## src/hw/rtl/cse_pkg.sv

```systemverilog
// ----------------------------------------------------------------------------
// cse_pkg
// Shared constants and types for the COBS stream encoder: group RAM geometry,
// front-to-back command format and byte source codes.
// ----------------------------------------------------------------------------
package cse_pkg;

  // group geometry: at most 254 data bytes per group, two banks
  localparam int unsigned GROUP_MAX      = 254;
  localparam int unsigned IDX_W          = 8;
  localparam int unsigned RAM_DEPTH      = 512;
  localparam int unsigned RAM_ADDR_W     = $clog2(RAM_DEPTH);
  localparam int unsigned POS_W          = 9;

  // result payload
  localparam int unsigned OUT_W          = 64;
  localparam int unsigned CNT_FIELD_W    = 4;
  localparam int unsigned BYTES_PER_RESULT_DEF = 8;

  // code byte of an empty final group
  localparam logic [7:0]  LONE_CODE      = 8'h01;

  // flush command handed from front to back
  typedef struct packed {
    logic             bank;
    logic [IDX_W-1:0] len;
    logic             extra;   // append a lone empty group after this one
    logic             eop;
  } cmd_t;

  // group RAM write from the front
  typedef struct packed {
    logic                  en;
    logic [RAM_ADDR_W-1:0] addr;
    logic [7:0]            data;
  } ram_wr_t;

  // bank handed back to the front once its last byte is read
  typedef struct packed {
    logic en;
    logic bank;
  } bank_rel_t;

  // where an output byte comes from
  typedef enum logic [1:0] {
    SRC_CODE,
    SRC_RAM,
    SRC_ONE
  } byte_src_t;

endpackage

```

## src/hw/rtl/cse_in_if.sv

```systemverilog
// ----------------------------------------------------------------------------
// cse_in_if
// Input byte channel: raw packet byte plus end-of-packet mark.
// ----------------------------------------------------------------------------
interface cse_in_if;
  logic       valid;
  logic       ready;
  logic [7:0] data_byte;
  logic       end_of_packet;

  modport source (output valid, output data_byte, output end_of_packet, input ready);
  modport sink   (input valid, input data_byte, input end_of_packet, output ready);
endinterface

```

## src/hw/rtl/cse_out_if.sv

```systemverilog
// ----------------------------------------------------------------------------
// cse_out_if
// Output word channel: up to eight encoded bytes with count and end flags.
// ----------------------------------------------------------------------------
interface cse_out_if;
  logic                             valid;
  logic                             ready;
  logic [cse_pkg::OUT_W-1:0]        out_bytes;
  logic [cse_pkg::CNT_FIELD_W-1:0]  byte_count;
  logic                             last_of_run;
  logic                             packet_done;

  modport source (output valid, output out_bytes, output byte_count,
                  output last_of_run, output packet_done, input ready);
  modport sink   (input valid, input out_bytes, input byte_count,
                  input last_of_run, input packet_done, output ready);
endinterface

```

## src/hw/rtl/cse_ram.sv

```systemverilog
// ----------------------------------------------------------------------------
// cse_ram
// Generic single-write, single-read RAM with registered read data.
// ----------------------------------------------------------------------------
module cse_ram #(
  parameter int unsigned WIDTH = 8,
  parameter int unsigned DEPTH = 512
) (
  input  logic                     clk,
  input  logic                     we,
  input  logic [$clog2(DEPTH)-1:0] waddr,
  input  logic [WIDTH-1:0]         wdata,
  input  logic                     re,
  input  logic [$clog2(DEPTH)-1:0] raddr,
  output logic [WIDTH-1:0]         rdata
);

  logic [WIDTH-1:0] mem [DEPTH];

  // write port
  always_ff @(posedge clk) begin
    if (we) begin
      mem[waddr] <= wdata;
    end
  end

  // registered read, holds while re is low
  always_ff @(posedge clk) begin
    if (re) begin
      rdata <= mem[raddr];
    end
  end

endmodule

```

## src/hw/rtl/cse_front.sv

```systemverilog
// ----------------------------------------------------------------------------
// cse_front
// Accepts packet bytes, stores nonzero bytes into the open group bank and
// issues a flush command on a zero byte, a full group or packet end.
// ----------------------------------------------------------------------------
module cse_front (
  input  logic               clk,
  input  logic               rst,
  cse_in_if.sink             byte_in,
  output cse_pkg::ram_wr_t   ram_wr,
  output logic               q_push,
  output cse_pkg::cmd_t      q_cmd,
  input  cse_pkg::bank_rel_t bank_rel
);
  import cse_pkg::*;

  logic             cur;
  logic [IDX_W-1:0] group_length;
  logic [1:0]       bank_busy;
  logic             cur_next;
  logic [IDX_W-1:0] group_length_next;
  logic [1:0]       bank_busy_next;
  logic             take;
  logic             nonzero;
  logic [IDX_W-1:0] grown;
  logic             flush;

  // accept only while the bank being filled is not still draining
  assign byte_in.ready = !bank_busy[cur];
  assign take          = byte_in.valid && byte_in.ready;
  assign nonzero       = (byte_in.data_byte != 8'h00);
  assign grown         = group_length + IDX_W'(1);
  assign flush         = take && (!nonzero || byte_in.end_of_packet ||
                                  (grown == IDX_W'(GROUP_MAX)));

  // store nonzero bytes at the next free slot of the open bank
  always_comb begin
    ram_wr.en   = take && nonzero;
    ram_wr.addr = {cur, group_length};
    ram_wr.data = byte_in.data_byte;
  end

  // classify the byte into a flush command
  always_comb begin
    q_push      = flush;
    q_cmd.bank  = cur;
    q_cmd.len   = nonzero ? grown : group_length;
    q_cmd.extra = !nonzero && byte_in.end_of_packet;
    q_cmd.eop   = byte_in.end_of_packet;
  end

  // group length, bank select and bank ownership
  always_comb begin
    cur_next          = cur;
    group_length_next = group_length;
    bank_busy_next    = bank_busy;
    if (bank_rel.en) begin
      bank_busy_next[bank_rel.bank] = 1'b0;
    end
    if (flush) begin
      group_length_next   = '0;
      cur_next            = !cur;
      bank_busy_next[cur] = 1'b1;
    end else if (take) begin
      group_length_next = grown;
    end
  end

  always_ff @(posedge clk) begin
    if (rst) begin
      cur          <= 1'b0;
      group_length <= '0;
      bank_busy    <= '0;
    end else begin
      cur          <= cur_next;
      group_length <= group_length_next;
      bank_busy    <= bank_busy_next;
    end
  end

endmodule

```

## src/hw/rtl/cse_cmd_queue.sv

```systemverilog
// ----------------------------------------------------------------------------
// cse_cmd_queue
// Two-entry queue of flush commands between front and back.
// ----------------------------------------------------------------------------
module cse_cmd_queue (
  input  logic          clk,
  input  logic          rst,
  input  logic          push,
  input  cse_pkg::cmd_t push_cmd,
  input  logic          pop,
  output logic          head_valid,
  output cse_pkg::cmd_t head_cmd,
  output logic          full
);
  import cse_pkg::*;

  cmd_t       slot [2];
  logic       wr_ptr;
  logic       rd_ptr;
  logic [1:0] fill;

  assign head_valid = (fill != 2'd0);
  assign full       = (fill == 2'd2);
  assign head_cmd   = slot[rd_ptr];

  // payload slots
  always_ff @(posedge clk) begin
    if (push) begin
      slot[wr_ptr] <= push_cmd;
    end
  end

  // pointers and fill level
  always_ff @(posedge clk) begin
    if (rst) begin
      wr_ptr <= 1'b0;
      rd_ptr <= 1'b0;
      fill   <= '0;
    end else begin
      if (push) begin
        wr_ptr <= !wr_ptr;
      end
      if (pop) begin
        rd_ptr <= !rd_ptr;
      end
      if (push && !pop) begin
        fill <= fill + 2'd1;
      end else if (pop && !push) begin
        fill <= fill - 2'd1;
      end
    end
  end

endmodule

```

## src/hw/rtl/cse_back.sv

```systemverilog
// ----------------------------------------------------------------------------
// cse_back
// Walks each flush command byte by byte (code, group data, optional lone
// code), reads group data from the RAM and packs bytes into result words.
// ----------------------------------------------------------------------------
module cse_back #(
  parameter int unsigned BYTES_PER_RESULT = cse_pkg::BYTES_PER_RESULT_DEF
) (
  input  logic                          clk,
  input  logic                          rst,
  input  logic                          head_valid,
  input  cse_pkg::cmd_t                 head_cmd,
  output logic                          pop,
  output logic                          rd_en,
  output logic [cse_pkg::RAM_ADDR_W-1:0] rd_addr,
  input  logic [7:0]                    rd_data,
  output cse_pkg::bank_rel_t            bank_rel,
  cse_out_if.source                     word_out
);
  import cse_pkg::*;

  localparam int unsigned CNT_W = $clog2(BYTES_PER_RESULT + 1);

  // issue stage
  logic [POS_W-1:0] pos;
  logic [POS_W-1:0] total;
  logic             a_last;
  logic             issue;
  byte_src_t        a_src;

  // byte stage
  logic             b_valid;
  byte_src_t        b_src;
  logic [7:0]       b_code;
  logic             b_last;
  logic             b_eop;
  logic             b_take;
  logic [7:0]       b_byte;

  // packer and output register
  logic [OUT_W-1:0] acc;
  logic [CNT_W-1:0] acc_cnt;
  logic [OUT_W-1:0] word;
  logic [CNT_W-1:0] new_cnt;
  logic             word_done;
  logic             out_free;

  assign total  = POS_W'(head_cmd.len) + POS_W'(1) + POS_W'(head_cmd.extra);
  assign a_last = (pos == total - POS_W'(1));

  // pick the source of the byte at the current position
  always_comb begin
    if (pos == '0) begin
      a_src = SRC_CODE;
    end else if (pos <= POS_W'(head_cmd.len)) begin
      a_src = SRC_RAM;
    end else begin
      a_src = SRC_ONE;
    end
  end

  assign out_free = !word_out.valid || word_out.ready;
  assign b_take   = b_valid && out_free;
  assign issue    = head_valid && (!b_valid || b_take);
  assign pop      = issue && a_last;

  // read data byte pos-1 of the command's bank
  assign rd_en   = issue && (a_src == SRC_RAM);
  assign rd_addr = {head_cmd.bank, pos[IDX_W-1:0] - IDX_W'(1)};

  // release the bank once its last read is issued
  always_comb begin
    bank_rel.en   = pop;
    bank_rel.bank = head_cmd.bank;
  end

  // advance the position within the command
  always_ff @(posedge clk) begin
    if (rst) begin
      pos <= '0;
    end else if (issue) begin
      pos <= a_last ? '0 : pos + POS_W'(1);
    end
  end

  // byte stage: valid bit
  always_ff @(posedge clk) begin
    if (rst) begin
      b_valid <= 1'b0;
    end else if (issue) begin
      b_valid <= 1'b1;
    end else if (b_take) begin
      b_valid <= 1'b0;
    end
  end

  // byte stage: payload
  always_ff @(posedge clk) begin
    if (issue) begin
      b_src  <= a_src;
      b_code <= head_cmd.len + IDX_W'(1);
      b_last <= a_last;
      b_eop  <= head_cmd.eop;
    end
  end

  // resolve the byte value
  always_comb begin
    case (b_src)
      SRC_CODE: b_byte = b_code;
      SRC_RAM:  b_byte = rd_data;
      SRC_ONE:  b_byte = LONE_CODE;
      default:  b_byte = LONE_CODE;
    endcase
  end

  // append the byte to the word being packed
  always_comb begin
    word = acc;
    word[int'(acc_cnt) * 8 +: 8] = b_byte;
    new_cnt   = acc_cnt + CNT_W'(1);
    word_done = b_last || (new_cnt == CNT_W'(BYTES_PER_RESULT));
  end

  // packer accumulator
  always_ff @(posedge clk) begin
    if (rst) begin
      acc     <= '0;
      acc_cnt <= '0;
    end else if (b_take) begin
      if (word_done) begin
        acc     <= '0;
        acc_cnt <= '0;
      end else begin
        acc     <= word;
        acc_cnt <= new_cnt;
      end
    end
  end

  // output register: valid
  always_ff @(posedge clk) begin
    if (rst) begin
      word_out.valid <= 1'b0;
    end else if (b_take && word_done) begin
      word_out.valid <= 1'b1;
    end else if (word_out.ready) begin
      word_out.valid <= 1'b0;
    end
  end

  // output register: payload
  always_ff @(posedge clk) begin
    if (b_take && word_done) begin
      word_out.out_bytes   <= word;
      word_out.byte_count  <= CNT_FIELD_W'(new_cnt);
      word_out.last_of_run <= b_last;
      word_out.packet_done <= b_last && b_eop;
    end
  end

endmodule

```

## src/hw/rtl/cobs_stream_encoder_unit.sv

```systemverilog
// ----------------------------------------------------------------------------
// cobs_stream_encoder_unit
// Streaming COBS encoder: bytes in, code/data groups packed into words out.
//
//   port      | role  | payload
//   ----------+-------+---------------------------------------------------
//   byte_in   | sink  | data_byte[7:0], end_of_packet
//   word_out  | source| out_bytes[63:0], byte_count[3:0], last_of_run,
//             |       | packet_done
//
// The front takes one byte per cycle while the group bank it fills is free.
// The back reads the group RAM one byte a cycle unless the output stalls:
// the code byte, the group's data bytes, then any lone trailing code.
// Two banks let one group fill while the previous one drains; the front
// stalls when both banks still wait for the back, as an output stall may cause.
// Reset clears control state only; the group RAM needs no clearing.
// ----------------------------------------------------------------------------
module cobs_stream_encoder_unit #(
  parameter int unsigned BYTES_PER_RESULT = cse_pkg::BYTES_PER_RESULT_DEF
) (
  input  logic       clk,
  input  logic       rst,
  cse_in_if.sink     byte_in,
  cse_out_if.source  word_out
);
  import cse_pkg::*;

  ram_wr_t               ram_wr;
  bank_rel_t             bank_rel;
  logic                  q_push;
  cmd_t                  q_cmd;
  logic                  q_pop;
  logic                  q_valid;
  cmd_t                  q_head;
  logic                  q_full;
  logic                  rd_en;
  logic [RAM_ADDR_W-1:0] rd_addr;
  logic [7:0]            rd_data;

  // accept and classify bytes
  cse_front u_front (
    .clk      (clk),
    .rst      (rst),
    .byte_in  (byte_in),
    .ram_wr   (ram_wr),
    .q_push   (q_push),
    .q_cmd    (q_cmd),
    .bank_rel (bank_rel)
  );

  // hold flush commands
  cse_cmd_queue u_queue (
    .clk        (clk),
    .rst        (rst),
    .push       (q_push),
    .push_cmd   (q_cmd),
    .pop        (q_pop),
    .head_valid (q_valid),
    .head_cmd   (q_head),
    .full       (q_full)
  );

  // two group banks
  cse_ram #(
    .WIDTH (8),
    .DEPTH (RAM_DEPTH)
  ) u_group_ram (
    .clk   (clk),
    .we    (ram_wr.en),
    .waddr (ram_wr.addr),
    .wdata (ram_wr.data),
    .re    (rd_en),
    .raddr (rd_addr),
    .rdata (rd_data)
  );

  // emit and pack encoded bytes
  cse_back #(
    .BYTES_PER_RESULT (BYTES_PER_RESULT)
  ) u_back (
    .clk        (clk),
    .rst        (rst),
    .head_valid (q_valid),
    .head_cmd   (q_head),
    .pop        (q_pop),
    .rd_en      (rd_en),
    .rd_addr    (rd_addr),
    .rd_data    (rd_data),
    .bank_rel   (bank_rel),
    .word_out   (word_out)
  );

  // a flush never meets a full command queue
  a_no_overflow: assert property (@(posedge clk) disable iff (rst)
    !(q_push && q_full && !q_pop))
    else $error("flush command pushed into a full queue");

  // the back never reads the bank the front is writing in the same cycle
  a_bank_split: assert property (@(posedge clk) disable iff (rst)
    (ram_wr.en && rd_en) |-> (ram_wr.addr[RAM_ADDR_W-1] != rd_addr[RAM_ADDR_W-1]))
    else $error("group bank read and written together");

  // a result word carries between one and the configured number of bytes
  a_count_range: assert property (@(posedge clk) disable iff (rst)
    word_out.valid |-> (word_out.byte_count != '0 &&
                        word_out.byte_count <= CNT_FIELD_W'(BYTES_PER_RESULT)))
    else $error("result byte count out of range");

  // packet end only on the closing word of a run
  a_done_is_last: assert property (@(posedge clk) disable iff (rst)
    (word_out.valid && word_out.packet_done) |-> word_out.last_of_run)
    else $error("packet end flagged mid-run");

endmodule

```

## src/flat_wrapper.sv

```systemverilog
// flat-port wrapper written by rule: the top's interface ports become plain ports
module cobs_stream_encoder_unit_flat import cse_pkg::*;
#(
  parameter int unsigned BYTES_PER_RESULT = cse_pkg::BYTES_PER_RESULT_DEF
)
  (clk, rst, byte_in_valid, byte_in_data_byte, byte_in_end_of_packet, byte_in_ready, word_out_valid, word_out_out_bytes, word_out_byte_count, word_out_last_of_run, word_out_packet_done, word_out_ready);
  cse_in_if byte_in_i ();
  cse_out_if word_out_i ();
  input  logic clk;
  input  logic rst;
  input wire logic [$bits(byte_in_i.valid)-1:0] byte_in_valid;
  input wire logic [$bits(byte_in_i.data_byte)-1:0] byte_in_data_byte;
  input wire logic [$bits(byte_in_i.end_of_packet)-1:0] byte_in_end_of_packet;
  output wire logic [$bits(byte_in_i.ready)-1:0] byte_in_ready;
  output wire logic [$bits(word_out_i.valid)-1:0] word_out_valid;
  output wire logic [$bits(word_out_i.out_bytes)-1:0] word_out_out_bytes;
  output wire logic [$bits(word_out_i.byte_count)-1:0] word_out_byte_count;
  output wire logic [$bits(word_out_i.last_of_run)-1:0] word_out_last_of_run;
  output wire logic [$bits(word_out_i.packet_done)-1:0] word_out_packet_done;
  input wire logic [$bits(word_out_i.ready)-1:0] word_out_ready;
  assign byte_in_i.valid = byte_in_valid;
  assign byte_in_i.data_byte = byte_in_data_byte;
  assign byte_in_i.end_of_packet = byte_in_end_of_packet;
  assign byte_in_ready = byte_in_i.ready;
  assign word_out_valid = word_out_i.valid;
  assign word_out_out_bytes = word_out_i.out_bytes;
  assign word_out_byte_count = word_out_i.byte_count;
  assign word_out_last_of_run = word_out_i.last_of_run;
  assign word_out_packet_done = word_out_i.packet_done;
  assign word_out_i.ready = word_out_ready;
  cobs_stream_encoder_unit #(.BYTES_PER_RESULT(BYTES_PER_RESULT)) u_core (.clk(clk), .rst(rst), .byte_in(byte_in_i), .word_out(word_out_i));
endmodule
```

## config.mk

```make
export PLATFORM = sky130hd
export DESIGN_NAME = cobs_stream_encoder_unit_flat
export DESIGN_NICKNAME = d
export VERILOG_FILES = /design/src/hw/rtl/cse_pkg.sv /design/src/hw/rtl/cse_in_if.sv /design/src/hw/rtl/cse_out_if.sv /design/src/hw/rtl/cse_ram.sv /design/src/hw/rtl/cse_front.sv /design/src/hw/rtl/cse_cmd_queue.sv /design/src/hw/rtl/cse_back.sv /design/src/hw/rtl/cobs_stream_encoder_unit.sv /design/src/flat_wrapper.sv
export SDC_FILE = /design/constraint.sdc
export NUM_CORES = 2
export LEC_CHECK = 0
export BUFFER_PORTS_ARGS = -buffer_cell sky130_fd_sc_hd__buf_2
export CORE_MARGIN = 10
export CORE_UTILIZATION = 47
export CTS_CLUSTER_DIAMETER = 80
export DETAILED_ROUTE_END_ITERATION = 8
export PLACE_DENSITY = 0.64
export SLEW_MARGIN = 20
export SYNTH_ARGS = -nofsm -noshare
export SYNTH_HDL_FRONTEND = slang
export SYNTH_MEMORY_MAX_BITS = 65536
export SYNTH_SLANG_ARGS = --single-unit
```

## constraint.sdc

```tcl
create_clock -name clk -period 5.2 [get_ports clk]
set_input_delay 0.26 -clock clk [delete_from_list [all_inputs] [get_ports clk]]
set_output_delay 0.26 -clock clk [all_outputs]
set_load 0.02 [all_outputs]
```

# Yosys cells after proc, flatten, opt, wreduce, memory -nomap -nowiden
# Memory sizes are Yosys's and may differ from the RTL's. A register that Yosys moved wholly into a read port is not among the register bits.
# Cells that the tools add are included.
# W data, S select, Z words.
classes:
  multipliers: 0
  shifts: 2
  add_sub_neg: 11
  n_reduce_logical: 36
  magnitude_cmp: 5
  eq_ne: 5
  n_mux: 28
  n_bitwise: 3
  div_mod_pow: 0
op_table:
  columns: ["cell", "n"]
  rows:
  - ["$bwmux W64", 1]
  - ["$mux W64", 1]
  - ["$shift A8 B33 Y64 const A", 1]
  - ["$shiftx A8 B33 Y64", 1]
  - ["$neg A7 Y33", 1]
  - ["$add A8 B1 Y8 const B", 2]
  - ["$pmux W8 S2", 1]
  - ["$logic_and A1 B1 Y1", 14]
  - ["$mux W1", 14]
  - ["$mux W2", 6]
  - ["$add A8 B1 Y9 const B", 1]
  - ["$add A9 B1 Y9", 1]
  - ["$add A9 B1 Y9 const B", 1]
  - ["$eq A9 B9 Y1", 1]
  - ["$le A9 B8 Y1", 1]
  - ["$logic_not A1 Y1", 9]
  - ["$logic_not A9 Y1", 1]
  - ["$mux W9", 1]
  - ["$sub A9 B1 Y9 const B", 1]
  - ["$eq A8 B8 Y1 const B", 1]
  - ["$mux W8", 1]
  - ["$reduce_bool A2 Y1", 4]
  - ["$reduce_bool A8 Y1", 1]
  - ["$sub A8 B1 Y8 const B", 1]
  - ["other kinds (15)", 23]
word_totals:
  memories: 2
  input_bits: 13
  latch_bits: 0
  register_bits: 176
  rom_bits: 0
  mem_bits_rw: 4118
memory_table:
  columns: ["memory", "words", "word_bits", "rd", "rd_clocked_by_memory_dff", "wr", "line_no", "text"]
  rows:
  - ["u_core.u_group_ram.mem", 512, 8, 1, 1, 1, "cse_ram.sv:18", "logic [WIDTH-1:0] mem [DEPTH];"]
  - ["u_core.u_queue.slot", 2, 11, 1, 1, 1, "cse_cmd_queue.sv:17", "cmd_t slot [2];"]

# Longest topological paths before layout
logic_depth:
  ltp_word: 9
  ltp_mapped: 24

# By module
# From an unflattened synthesis, not the netlist that was laid out.
hier_totals:
  cells_unflattened: 8844
  hier_area_um2: 169422.5
modules_own_cells:
  columns: ["mod", "n_inst", "cells_each", "area_per_inst_um2", "seq_area_each_um2"]
  rows:
  - ["cse_ram", 1, 8030, 160007.2, 123238.2]
  - ["cse_back", 1, 644, 7502.2, 4043.9]
  - ["cse_cmd_queue", 1, 56, 999.7, 760.7]
  - ["cse_front", 1, 114, 913.4, 220.2]

# Worst setup path after synthesis
# Ideal clock, no wire load.
synth_timing:
  path_kind: "reg2reg"
  from: "register u_core.u_back.pos[0]"
  to: "register u_core.u_group_ram.rdata[6], read port of u_core.u_group_ram.mem (data pin)"
  setup_ns: 0.266
  n_path_buf: 13
  path_slack_ns: 0.143
  stages_incl_launch_ff: 23
  t_required_ns: 4.934
  t_arrival_ns: 4.791
  period_less_slack_ns: 5.057
  path_cell_list: "dfxtp_1 buf_6 buf_4 buf_4 buf_4 buf_2 buf_4 inv_1 clkbuf_1 ha_1 buf_2 buf_2 buf_2 buf_2 clkbuf_1 clkbuf_1 mux4_2 a22oi_1 nand2_1 a31oi_1 o211ai_1 a311oi_1 nand3_1"
synth_between:
  elab_chain_len: 5
synth_lines:
  columns: ["element", "line_no", "text"]
  rows:
  - ["start, declared", "cse_back.sv:25", "logic [POS_W-1:0] pos;"]
  - ["start signal, assigned", "cse_back.sv:82", "pos <= a_last ? '0 : pos + POS_W'(1);"]
  - ["$le A9 B8 Y1", "cse_back.sv:55", "end else if (pos <= POS_W'(head_cmd.len)) begin"]
  - ["$mux W2", "cse_back.sv:55", null]
  - ["$mux W2", "cse_back.sv:53", "if (pos == '0) begin"]
  - ["$eq A2 B1 Y1", "cse_back.sv:68", "assign rd_en = issue && (a_src == SRC_RAM);"]
  - ["$logic_and A1 B1 Y1", "cse_back.sv:68", null]
  - ["end, declared", "cse_ram.sv:15", "output logic [WIDTH-1:0] rdata"]
# Parallel ways exist; a longest one is shown, timed or not.
# A chain may end at the register's enable or synchronous reset.

# Worst setup path after layout
layout_timing:
  from: "register u_core.u_back.pos[0]"
  to: "register u_core.u_group_ram.rdata[4], read port of u_core.u_group_ram.mem (data pin)"
# The elaborated chain is that of the path after synthesis.

==> summary.txt <==
Final layout
  – Layout area overhead: 12.8%
  – Final Util: a little over half
  – Non-filler cells, final: around 14000
  – Layout cells sized above 1: between 20% and 30%
  – # nets final: between 8000 and 9000

Power
  – Int Pwr: between 60 and 70 mW
  – PwrDens: between 400 and 500 nW/um^2
  – Reg power frac: a little under half
  – Power Total: slightly above 80 mW
  – Net Sw Power: approximately 21 mW
  – Combinational group share of total power: around 15%
  – Max VDD drop: 426 uV
  – Switching Fraction: around 26%
  – Clock power frac: 37.9%
  – Leakage: between 50 and 60 nW

GRT
  – Largest net degree at the start of global routing: approximately 190
  – Initial antenna violation count: 16
  – Overall Global Routing Usage: about 22%
  – Via count of the first global-routing pass: between 80000 and 90000
  – Gr ovfl total: 0
  – First-pass GRT wire length: between 600 and 700 mm

Logic synthesis
  – Share of the yosys chip area belonging to registers: 76.8%
  – Post-synth top area share: about three quarters
  – Synth top area cells: edfxtp_1 (76%), mux4_2 (14%), nor2_1 (1.5%)
  – Synthesized area per cell: between 15 and 20 sq um
  – Most used flip-flop cell after synthesis: edfxtp_1
  – Ys async rst share: 0%
  – YS warnings: 0
  – Post-synth net total: ~8500
  – Netlist cell types: 68
  – Area of the mapped netlist: between 150000 and 200000 sq um
  – Synth area leader: edfxtp_1
  – Cells after Synth: 8412
  – Number of synthesized register bits: between 4000 and 5000
  – EDFF count, synth: 4208

Routing
  – WL/cell: approximately 31 microns
  – DR WL met2: between 200 and 250 mm
  – Vias per cell: a little over 6
  – Routed Antenna Nets: 0
  – Met3 Routed Length: ~43 mm
  – DRT iter0 DRCs: roughly 12000
  – Vias: approximately 85000
  – Total wire length: ~430 mm
  – DR pass1 iterations: 8
  – WL met1: about 170 mm
  – Top routing layer in use: met5
  – DRC viols: 0

Placed design
  – Post-DP HPWL: between 200 and 300 mm
  – Routability congestion estimate: between 0.8 and 0.9
  – Place WS: -0.552 ns
  – Post-Place Cells: between 10000 and 15000
  – # port buffers: 84

STA
  – Final worst setup slack: about 0.069 ns
  – Fmax: between 0.15 and 0.2 GHz
  – RSZ-0062 raised after global routing: no
  – Final hold vios: 0
  – Crit path time final: 5.13 ns
  – Crit share post-route: 98.7%
  – Least-Margin Pin Slew: 1.27 ns
  – Slew Limit Fails: 0
  – Slew headroom: 15.3%
  – Clock skew: between 0.08 and 0.09 ns
  – Final setup fails: 0

Floorplanning
  – Chip width: 616 microns
  – Core box area: roughly 350000 sq um
  – Die ar.: about 380000 sq um
  – Die Span Y: about 620 microns
  – Ports: between 80 and 90
  – Starting Density: about 47%
  – FP Rows: 218

Status
  – Status: completed

Clocking
  – CTS root buf: clkbuf_16
  – Max clock buf depth: 4
  – Clock-pin transition on the worst setup and hold timing paths: 0.06 ns
  – Setup Buffers After CTS: 0
  – CTS tree: yes
  – CTS HTree Levels: 5
  – Clock latency on the worst-skew pair: 0.99 ns
  – Clock sinks: roughly 4300
  – Cts bufs inserted: 432

Worst setup path
  – Maximum fanout along the worst path: 42
  – Arrival @ worst endpoint: just under 6 ns
  – CP Class: reg2reg
  – Setup crit end kind: flip-flop
  – Worst setup SP type: flip-flop
  – Required time of the critical path: a little under 6 ns

Job
  – Total of max-cap violations: 0

Worst hold path
  – HP Class: in2reg
## layer usage
layer  vias to the layer above  track usage (%)
li1                      34900                -
met1                     45400             31.8
met2                      4377             34.0
met3                       777             5.38
met4                         6             7.13
met5                         -                0
## through the flow
stage / setup TNS (ns) / hold slack [ns] / area, sq um
after floorplan: 0 / 0.359 / 167000
after CTS: 0 / 0.148 / 188000
final: 0 / 0.210 / 188000
after detailed placement: -0.828 / 0.471 / 174000
after global placement: -668.36 / 0.469 / 174000
after global routing: 0 / 0.185 / 188000
## worst max-delay path, stage by stage (launching register included)
cell     delay (ns)
dfxtp_4        0.44
inv_1          0.13
ha_4           0.73
buf_4          0.40
buf_6          0.42
mux4_2         0.40
a22oi_1        0.32
a21oi_1        0.13
nor3_2         0.57
o21ai_1        0.45
nor3_1         0.54
nand3_1        0.16
## registers in the layout, indices dropped and copies added, names as in the netlist, 8 cells and up, named ones only
name / count
u_core.u_back.b_code: 8
u_core.u_back.acc: 64
u_core.u_back.pos: 9
u_core.u_queue.slot: 22
u_core.u_group_ram.mem: 4096
u_core.u_front.group_length: 8
u_core.u_group_ram.rdata: 8
u_core.u_back.word_out.out_bytes: 64
## power groups by stage
stage / Combinational (mW) / Sequential, mW / Clock, mW
finish: 12.5 / 38.2 / 31.0
global route: 13.1 / 38.2 / 32.7
global placement: 12.4 / 38.9 / 0
detailed placement: 12.4 / 38.9 / 0
CTS: 12.5 / 38.2 / 31.3
floorplan: 7.39 / 38.9 / 0
## path summary, 6_finish.rpt
path | slack (ns) | start | to | cells after the start
max | 0.07 | u_core.u_back.pos[0]$_SDFFE_PP0P_ | u_core.u_group_ram.rdata[4]$_DFFE_PP_ | 11
max reg2reg | 0.07 | u_core.u_back.pos[0]$_SDFFE_PP0P_ | u_core.u_group_ram.rdata[4]$_DFFE_PP_ | 11
min | 0.21 | byte_in_data_byte[5] | u_core.u_group_ram.mem[63][5]$_DFFE_PP_ | 2
min reg2reg | 0.50 | u_core.u_queue.fill[1]$_SDFFE_PP0P_ | u_core.u_queue.fill[1]$_SDFFE_PP0P_ | 2
## synthesized netlist by cell type (all sizes together) (3+ instances only)
cell type	n
a22o	6
and3	27
nand4	37
o22ai	13
or2	11
o21a	5
o211ai	13
nor3b	5
xnor2	36
a221oi	14
nand2	645
mux2	35
nor4	11
edfxtp	4208
nand3	221
a31oi	17
nand3b	3
dfxtp	95
a211oi	9
a22oi	297
mux2i	78
nor2	686
o21ai	49
a21oi	155
ha	26
mux4	1019
o311ai	5
or4	3
a311oi	12
o31ai	25
clkbuf	278
inv	13
nor3	44
a2111oi	5
nor2b	10
and2	5
xor2	27
nand2b	6
buf	237
## layout by cell type, fill, tap and decap left out, drive strengths merged, types with 6 or more instances in the layout
cell type and n:
nand4 37, mux2 35, dlygate4sd3 12, a311oi 12, a22o 6, nor2b 10
xnor2 36, bufinv 43, dfxtp 95, buf 341, or2 11, diode 7
edfxtp 4208, clkbuf 542, nor2 686, inv 27, and3 27, a31oi 17
o211ai 13, nand2 645, o31ai 25, o22ai 13, a211oi 9, mux4 1019
nor3 44, nand3 221, a221oi 14, ha 26, nand2b 6, clkinvlp 11
a22oi 297, clkinv 194, a21oi 155, mux2i 78, xor2 27, o21ai 49
nor4 11
## cells by family after synthesis
| kind of cell | after synthesis | synth area share (%) |
|---|---|---|
| xor gates and xnor gates | 63 | 0.341 |
| AOI/OAI and AO/OA | 637 | 2.58 |
| and+or+nand+nor | 1723 | 4.32 |
| DFF | 4303 | 76.8 |
| adders and majority gates | 26 | 0.195 |
| buffers and inverters | 528 | 1.37 |
| muxes | 1132 | 14.4 |
## final cells by class
class | instances | area, sq um
fillers | 26900 | 165000
clock inverters | 262 | 2590
clock buffers | 542 | 11500
inverters | 13 | 51.3
diodes | 7 | 17.5
repair buffers | 353 | 3190
well taps | 4730 | 5920
flip-flops and latches | 4303 | 128000
multi-input cells | 3581 | 36900
## repair_timing
action | 4_1_cts | 5_1_grt
endpoints found under the setup margin | 3 | 3
hold buffers | 12 | 0
pin swaps | 1 | 0
resized for setup | 6 | 2
hold endpoints to repair | 418 | 0
Note: power is estimated with default switching activity, not from simulation.
